`src/rtl/cdsr_pkg.sv`:
```
// Shared types and constants for the class density ranking block.
// Depends on nothing; imported by every module of the block.
package cdsr_pkg;

	localparam int unsigned DEF_MAX_CLASSES = 16;
	localparam int unsigned DENS_W = 32;
	localparam int unsigned CLASS_W = 4;
	localparam int unsigned FRAC_W = 17;
	localparam int unsigned FRAC_SHIFT = 16;
	localparam int unsigned FACTOR_W = FRAC_W + 1;
	localparam int unsigned PROD_W = DENS_W + FACTOR_W;
	localparam logic [FRAC_W-1:0] FRAC_ONE = FRAC_W'(65536);

	typedef struct packed {
		logic signed [DENS_W-1:0] density;
		logic [CLASS_W-1:0] class_id;
		logic is_set;
	} entry_t;

	typedef enum logic [1:0] {
		OP_HOLD,
		OP_INSERT,
		OP_SHIFT,
		OP_CLEAR
	} cell_op_t;

	typedef enum logic [1:0] {
		ST_IDLE,
		ST_MULT,
		ST_EMIT
	} st_t;

endpackage

```
`src/rtl/cdsr_cell.sv`:
```
// One cell of the sorted insertion chain: holds one ranked entry.
// Depends on cdsr_pkg for entry_t and cell_op_t.
module cdsr_cell
	import cdsr_pkg::*;
(
	input  logic     clk,
	input  logic     arst_n,
	input  cell_op_t op,
	input  entry_t   new_e,
	input  entry_t   prev_e,
	input  logic     prev_valid,
	input  logic     prev_keep,
	input  entry_t   next_e,
	input  logic     next_valid,
	output entry_t   e,
	output logic     valid,
	output logic     keep
);

	entry_t e_q;
	logic   valid_q;

	// stay in place when strictly denser than the arriving entry
	assign keep  = valid_q && ($signed(e_q.density) > $signed(new_e.density));
	assign e     = e_q;
	assign valid = valid_q;

	always_ff @(posedge clk or negedge arst_n) begin
		if (!arst_n) begin
			valid_q <= 1'b0;
		end else begin
			case (op)
				OP_INSERT: begin
					if (!keep) valid_q <= prev_keep ? 1'b1 : prev_valid;
				end
				OP_SHIFT: valid_q <= next_valid;
				OP_CLEAR: valid_q <= 1'b0;
				default:  valid_q <= valid_q;
			endcase
		end
	end

	always_ff @(posedge clk) begin
		case (op)
			OP_INSERT: begin
				if (!keep) e_q <= prev_keep ? new_e : prev_e;
			end
			OP_SHIFT: e_q <= next_e;
			default:  e_q <= e_q;
		endcase
	end

endmodule

```
`src/rtl/class_density_sorted_rank.sv`:
```
// Top level of the class density ranking block: cell chain, threshold, sequencer.
// Depends on cdsr_pkg and cdsr_cell.
//
// Usage:
//   Items enter on density/class_id/is_set/last, taken when start is high and
//   busy is low. Each item drops into a chain of MAX_CLASSES cells kept sorted
//   by descending density; a new item lands ahead of stored equal densities.
//   Items without last keep busy low, so one item per cycle streams in. An
//   item that finds the chain full is dropped and the overflow flag is raised.
//   On an item with last, busy rises: the ST_MULT state forms the threshold
//   product (one 18x32 multiply of the top density), then in ST_EMIT the chain
//   shifts toward cell 0 one entry per cycle, emitting each entry above the
//   threshold. The taken last item passes ST_MULT, then ST_EMIT loads the
//   registered result fields; results follow one per cycle, each marked by
//   strobe for exactly one cycle. end_of_list marks the final one.
//   If nothing passes, one result with none_selected comes out instead.
//   The chain and the overflow flag then clear and busy drops.
//   The receiver cannot stall; results are never held.
//   keep_fraction is written on cfg_valid/cfg_ready (always ready); the user
//   must write it only while idle, which the block itself leaves unenforced.
//   Reset empties the chain, clears overflow and sets keep_fraction to zero.
module class_density_sorted_rank
	import cdsr_pkg::*;
#(
	parameter int unsigned MAX_CLASSES = DEF_MAX_CLASSES
) (
	input  logic                     clk,
	input  logic                     arst_n,
	input  logic                     start,
	output logic                     busy,
	input  logic signed [DENS_W-1:0] density,
	input  logic [CLASS_W-1:0]       class_id,
	input  logic                     is_set,
	input  logic                     last,
	input  logic                     cfg_valid,
	output logic                     cfg_ready,
	input  logic [FRAC_W-1:0]        cfg_data,
	output logic                     strobe,
	output logic signed [DENS_W-1:0] sel_density,
	output logic [CLASS_W-1:0]       sel_class,
	output logic                     sel_is_set,
	output logic                     end_of_list,
	output logic                     none_selected,
	output logic                     overflowed
);

	localparam int unsigned NXT = (MAX_CLASSES > 1) ? 1 : 0;

	st_t state_q, state_d;
	logic [FRAC_W-1:0] keep_frac_q;
	logic overflow_q;
	logic signed [PROD_W-1:0] rhs_q;

	entry_t new_e;
	entry_t cell_e [MAX_CLASSES];
	logic [MAX_CLASSES-1:0] cell_valid;
	logic [MAX_CLASSES-1:0] cell_keep;
	cell_op_t cell_op;

	logic accept, full;
	logic pass0, pass1;
	logic load_out, out_none, out_end;
	logic signed [FACTOR_W-1:0] factor;
	logic signed [PROD_W-1:0] lhs0, lhs1;

	assign cfg_ready = 1'b1;
	assign accept = start && !busy;
	assign full = cell_valid[MAX_CLASSES-1];
	assign new_e = '{density: density, class_id: class_id, is_set: is_set};

	// build the chain; cell 0 has no left neighbor, the last cell no right one
	for (genvar i = 0; i < MAX_CLASSES; i++) begin : g_cell
		entry_t p_e, n_e;
		logic   p_v, p_k, n_v;
		if (i == 0) begin : g_first
			assign p_e = new_e;
			assign p_v = 1'b1;
			assign p_k = 1'b1;
		end else begin : g_mid
			assign p_e = cell_e[i-1];
			assign p_v = cell_valid[i-1];
			assign p_k = cell_keep[i-1];
		end
		if (i == MAX_CLASSES - 1) begin : g_tail
			assign n_e = new_e;
			assign n_v = 1'b0;
		end else begin : g_body
			assign n_e = cell_e[i+1];
			assign n_v = cell_valid[i+1];
		end
		cdsr_cell u_cell (
			.clk        (clk),
			.arst_n     (arst_n),
			.op         (cell_op),
			.new_e      (new_e),
			.prev_e     (p_e),
			.prev_valid (p_v),
			.prev_keep  (p_k),
			.next_e     (n_e),
			.next_valid (n_v),
			.e          (cell_e[i]),
			.valid      (cell_valid[i]),
			.keep       (cell_keep[i])
		);
	end

	// threshold: density * 2^16 > (1 - fraction) * top, exact
	assign factor = $signed({1'b0, FRAC_ONE}) - $signed({1'b0, keep_frac_q});
	assign lhs0 = PROD_W'($signed({cell_e[0].density, FRAC_SHIFT'(0)}));
	assign lhs1 = PROD_W'($signed({cell_e[NXT].density, FRAC_SHIFT'(0)}));
	assign pass0 = cell_valid[0] && (lhs0 > rhs_q);
	assign pass1 = (MAX_CLASSES > 1) && cell_valid[NXT] && (lhs1 > rhs_q);

	// next state
	always_comb begin
		state_d = state_q;
		case (state_q)
			ST_IDLE: if (accept && last) state_d = ST_MULT;
			ST_MULT: state_d = ST_EMIT;
			ST_EMIT: if (!pass0 || !pass1) state_d = ST_IDLE;
			default: state_d = ST_IDLE;
		endcase
	end

	// sequencer outputs
	always_comb begin
		busy     = 1'b0;
		cell_op  = OP_HOLD;
		load_out = 1'b0;
		out_none = 1'b0;
		out_end  = 1'b0;
		case (state_q)
			ST_IDLE: begin
				if (accept && !full) cell_op = OP_INSERT;
			end
			ST_MULT: busy = 1'b1;
			ST_EMIT: begin
				busy     = 1'b1;
				load_out = 1'b1;
				out_none = !pass0;
				out_end  = !pass0 || !pass1;
				// drop the whole chain once the run ends
				cell_op  = out_end ? OP_CLEAR : OP_SHIFT;
			end
			default: busy = 1'b0;
		endcase
	end

	always_ff @(posedge clk or negedge arst_n) begin
		if (!arst_n) begin
			state_q     <= ST_IDLE;
			keep_frac_q <= '0;
			overflow_q  <= 1'b0;
			strobe      <= 1'b0;
		end else begin
			state_q <= state_d;
			strobe  <= load_out;
			if (cfg_valid && cfg_ready) keep_frac_q <= cfg_data;
			if (accept && full) overflow_q <= 1'b1;
			else if (load_out && out_end) overflow_q <= 1'b0;
		end
	end

	// hold the threshold product for the run; register the result fields
	always_ff @(posedge clk) begin
		if (state_q == ST_MULT) rhs_q <= factor * $signed(cell_e[0].density);
		if (load_out) begin
			sel_density   <= out_none ? '0 : cell_e[0].density;
			sel_class     <= out_none ? '0 : cell_e[0].class_id;
			sel_is_set    <= out_none ? 1'b0 : cell_e[0].is_set;
			end_of_list   <= out_end;
			none_selected <= out_none;
			overflowed    <= overflow_q;
		end
	end

endmodule

```
`config.mk`:
```
export PLATFORM = sky130hd
export DESIGN_NAME = class_density_sorted_rank
export DESIGN_NICKNAME = d
export VERILOG_FILES = /design/src/rtl/cdsr_pkg.sv /design/src/rtl/cdsr_cell.sv /design/src/rtl/class_density_sorted_rank.sv
export SDC_FILE = /design/constraint.sdc
export NUM_CORES = 2
export LEC_CHECK = 0
export BUFFER_PORTS_ARGS = -buffer_cell sky130_fd_sc_hd__clkbuf_2
export CAP_MARGIN = 10
export CORE_ASPECT_RATIO = 1.1
export CORE_UTILIZATION = 60
export DETAILED_ROUTE_END_ITERATION = 8
export PLACE_DENSITY = 0.76
export SLEW_MARGIN = 20
export SYNTH_ARGS = -nofsm -noshare
export SYNTH_HDL_FRONTEND = slang
export SYNTH_SLANG_ARGS = --single-unit
```
`constraint.sdc`:
```
create_clock -name clk -period 12.63 [get_ports clk]
set_clock_uncertainty 0.1 [all_clocks]
set_input_delay 0.6315 -clock clk [delete_from_list [all_inputs] [get_ports clk]]
set_output_delay 0.6315 -clock clk [all_outputs]
set_load 0.005 [all_outputs]
```
==> qor.txt <==
TritonCTS clock tree = done
setup repair after global routing missed its margin = false
setup TNS after final layout = 0 ps
die footprint = 113500 µm²
post-synthesis async set-or-reset flop share = 0.05146
post_cts resized = 0
post-synthesis sequential area ratio = 0.3181
type of element capturing the critical path = register
non-filler instance count after layout = 8230
Clock Latency Late Sink = 690 ps
IO Port Bufs = 100
largest fanout of any net on the critical path = 32
Final Hold Fails = 0
final layout net count = 7987
CP max stage cell = sky130_fd_sc_hd__fa_1
area growth from synthesis to layout = 7.381%
global router's overall resource usage = 0.3118
clock tree root buffer cell = sky130_fd_sc_hd__clkbuf_16
violation count after the first detailed-routing iteration = 4701
antenna violations before repair = 0
synthesized cell area = 67290 µm²
setup violators final = 0
Worst Path Class, Setup = register to register
Yosys reg bits = 719
max-cap violations = 0
global-route wire length before repair = 280.1 mm
Inst Count DP = 8067
number of slew-limit violations in the final report = 0
longest individual stage delay on the worst path = 560 ps
fraction of layout cells with a size suffix above 1 = 0.06697
aggregate global routing overflow = 0
area leader, netlist = sky130_fd_sc_hd__edfxtp_1
remaining antenna violation count after routing = 0
vias post-DR = 49.87k
pin count of the biggest net entering global routing = 273
total routed wirelength = 175.6 mm
worst path arrival time = 9610 ps
clock-pin slew reported for the worst setup and hold paths after clock tree synthesis = 70 ps
number of nets in the synthesized netlist = 8051
dpl hpwl = 133.9 mm
origin of the worst min-delay path = cfg_data[8]
share of the synthesized area in the top cell type = 0.3043
Final min period = 9235 ps
Hold Crit Class = input port to register
area inside the core boundary = 111000 µm²
routed len/inst = 21.34 µm
fraction of the cycle the final worst path needs = 0.7312
type of origin of the critical path = register
top-level port count = 102
number of enable-type register cells in the synthesized netlist = 682
Pre-Repair DR Iteration Count = 7
normalized max-slew margin = 0.2187
yosys synthesis warning count = 0
gate count of the mapped netlist = 6728
drt drc = 0
die span in y = 353.2 µm
most frequently used flop master after synthesis = sky130_fd_sc_hd__edfxtp_1
Highest Clock Rate = 108.3 MHz
post-synthesis cell type count = 84
slew of the pin with the lowest slew margin = 1168 ps
post-route core utilization = 0.6511
floorplan die width = 321.3 µm
run status = finished, final reports clean
DR vias/cell = 6.059
Finished Cell Area = 72260 µm²
starting density of the core = 0.6063
ranking of synthesized cells by area = sky130_fd_sc_hd__edfxtp_1 (30%), sky130_fd_sc_hd__fa_1 (16%), sky130_fd_sc_hd__ha_1 (13%)
CP most frequent cell = sky130_fd_sc_hd__fa_1
Setup crit start = keep_frac_q[0]$_DFFE_PN0P_
count of clock tree sinks = 719
clock buffer count from CTS = 85
via count of the first global-routing pass = 51.70k
deepest level of the CTS H-tree = 3
instance area after placement = 69420 µm²
launching point of the worst reg2reg path = keep_frac_q[0]$_DFFE_PN0P_
Avg Synthesized Cell Area = 10.00 µm²
weighted congestion at the end of routability-driven global placement = 0.9608
required time reported for the critical path endpoint = 13010 ps
number of rows in the core area = 128
buffers from clock root to sink, at most = 3
[cell usage in the layout, fill, tap and decap left out, drive strengths merged, types with 9 or more instances in the layout]
cell / netlist / final
fa: 553 / 553
xnor2: 47 / 47
inv: 776 / 782
o21bai: 18 / 18
mux2: 62 / 62
a21o: 179 / 179
nor4: 16 / 16
a21oi: 198 / 198
o31ai: 9 / 9
o21a: 30 / 30
a2111oi: 9 / 9
or3: 10 / 10
and2: 128 / 128
ha: 711 / 711
clkinv: 1 / 29
nand2b: 19 / 19
a31oi: 16 / 16
xor2: 16 / 16
o211ai: 21 / 21
nor2: 157 / 157
mux2i: 523 / 523
nor2b: 100 / 100
buf: 60 / 107
dfrtp: 37 / 37
o21ai: 647 / 647
a211oi: 26 / 26
nor3: 32 / 32
nand3: 57 / 57
or2: 10 / 10
nand2: 1033 / 1033
nand4: 109 / 109
and3: 27 / 27
edfxtp: 682 / 682
clkbuf: 299 / 215
[layer usage]
metal / track usage / part of all wire
met4: 0.1559 / 0.053
met3: 0.03831 / 0.065
met1: 0.3990 / 0.40
met5: 0 / 0
met2: 0.5225 / 0.48
[critical path: cells and delay by family, from the launching register on]
family	cells	cell delay, ps
and+or+nand+nor	7	2110
DFF	1	370
xor gates and xnor gates	1	150
muxes	1	360
adders and majority gates	7	3500
buffers and inverters	5	770
AOI/OAI and AO/OA	6	1610
[layout make-up]
class / instances / area (µm²)
inverter: 777 / 2917
fill: 8792 / 38720
timing repair buffer: 208 / 1444
tap: 1495 / 1871
clock buffer: 115 / 2301
clock inverter: 42 / 419.2
sequential: 719 / 21410
antenna: 1 / 2.502
multi-input combinational: 4873 / 41900
[worst paths after layout]
check / to / slack [ps] / depth (start not counted)
setup / recovery: rhs_q[46]$_DFFE_PN_ / 3390 / 27
hold / removal: keep_frac_q[8]$_DFFE_PN0P_ / 70 / 2
setup reg to reg: rhs_q[46]$_DFFE_PN_ / 3390 / 27
hold reg to reg: g_cell[14].u_cell.e[3]$_DFFE_PP_ / 430 / 2
max in group asynchronous: keep_frac_q[16]$_DFFE_PN0P_ / 11420 / 3
min in group asynchronous: g_cell[13].u_cell.valid$_DFFE_PN0P_ / 500 / 3
[state kept, by name (all words and copies together), names as in the netlist]
register / flops
end_of_list: 1
g_cell.u_cell.e: 592
g_cell.u_cell.valid: 16
keep_frac_q: 17
none_selected: 1
overflow_q: 1
overflowed: 1
rhs_q: 50
sel_class: 4
sel_density: 32
sel_is_set: 1
state_q: 2
strobe: 1
[synthesized netlist by cell type (8+ instances only)]
| library cell | instances |
|---|---|
| sky130_fd_sc_hd__o21a_1 | 30 |
| sky130_fd_sc_hd__or2_2 | 8 |
| sky130_fd_sc_hd__and3_1 | 27 |
| sky130_fd_sc_hd__nor4_1 | 15 |
| sky130_fd_sc_hd__nand4_1 | 109 |
| sky130_fd_sc_hd__nor3_1 | 31 |
| sky130_fd_sc_hd__a211oi_1 | 25 |
| sky130_fd_sc_hd__nand3_1 | 57 |
| sky130_fd_sc_hd__mux2_2 | 59 |
| sky130_fd_sc_hd__inv_1 | 775 |
| sky130_fd_sc_hd__nor2_1 | 157 |
| sky130_fd_sc_hd__a221oi_1 | 8 |
| sky130_fd_sc_hd__or3_1 | 10 |
| sky130_fd_sc_hd__a2111oi_0 | 9 |
| sky130_fd_sc_hd__and2_1 | 127 |
| sky130_fd_sc_hd__mux2i_1 | 522 |
| sky130_fd_sc_hd__buf_2 | 45 |
| sky130_fd_sc_hd__xnor2_1 | 47 |
| sky130_fd_sc_hd__o31ai_1 | 9 |
| sky130_fd_sc_hd__fa_1 | 553 |
| sky130_fd_sc_hd__nand2_1 | 1033 |
| sky130_fd_sc_hd__a31oi_1 | 16 |
| sky130_fd_sc_hd__a211o_1 | 8 |
| sky130_fd_sc_hd__edfxtp_1 | 682 |
| sky130_fd_sc_hd__buf_4 | 11 |
| sky130_fd_sc_hd__a21oi_1 | 197 |
| sky130_fd_sc_hd__nand2b_1 | 19 |
| sky130_fd_sc_hd__dfrtp_1 | 37 |
| sky130_fd_sc_hd__ha_1 | 711 |
| sky130_fd_sc_hd__o21ai_1 | 106 |
| sky130_fd_sc_hd__o211ai_1 | 21 |
| sky130_fd_sc_hd__and4_1 | 8 |
| sky130_fd_sc_hd__nor2b_1 | 100 |
| sky130_fd_sc_hd__a21o_1 | 179 |
| sky130_fd_sc_hd__o21bai_1 | 18 |
| sky130_fd_sc_hd__xor2_1 | 16 |
| sky130_fd_sc_hd__clkbuf_1 | 299 |
| sky130_fd_sc_hd__o21ai_0 | 541 |
[stage by stage]
step / setup WS [ps] / hold WS (ps)
after floorplan: 4704 / 235.9
after global placement: 3644 / 405.8
after detailed placement: 3460 / 437.8
after CTS: 3452 / 45.73
after global routing: 2779 / 72.25
final: 3395 / 68.99
[kinds of logic after synthesis]
group / Yosys count / synth area share
AND/OR/NAND/NOR: 1722 / 0.1153
adder cells (fa/ha/maj): 1264 / 0.2967
AO/OA/AOI/OAI: 1238 / 0.1084
buffers and inverters: 1136 / 0.06504
flip-flops: 719 / 0.3181
multiplexers: 585 / 0.08822
XOR/XNOR: 63 / 0.008199
other: 1 / 0.00005573
[what timing repair did]
action                                 4_1_cts  5_1_grt
hold buffers                                 1        0
buffers inserted                             0        0
endpoints found under the hold margin       37        0
Power is left out: the tool's default activity adds up to more than one toggle a clock period on the data nets, which glitch-free logic cannot reach.
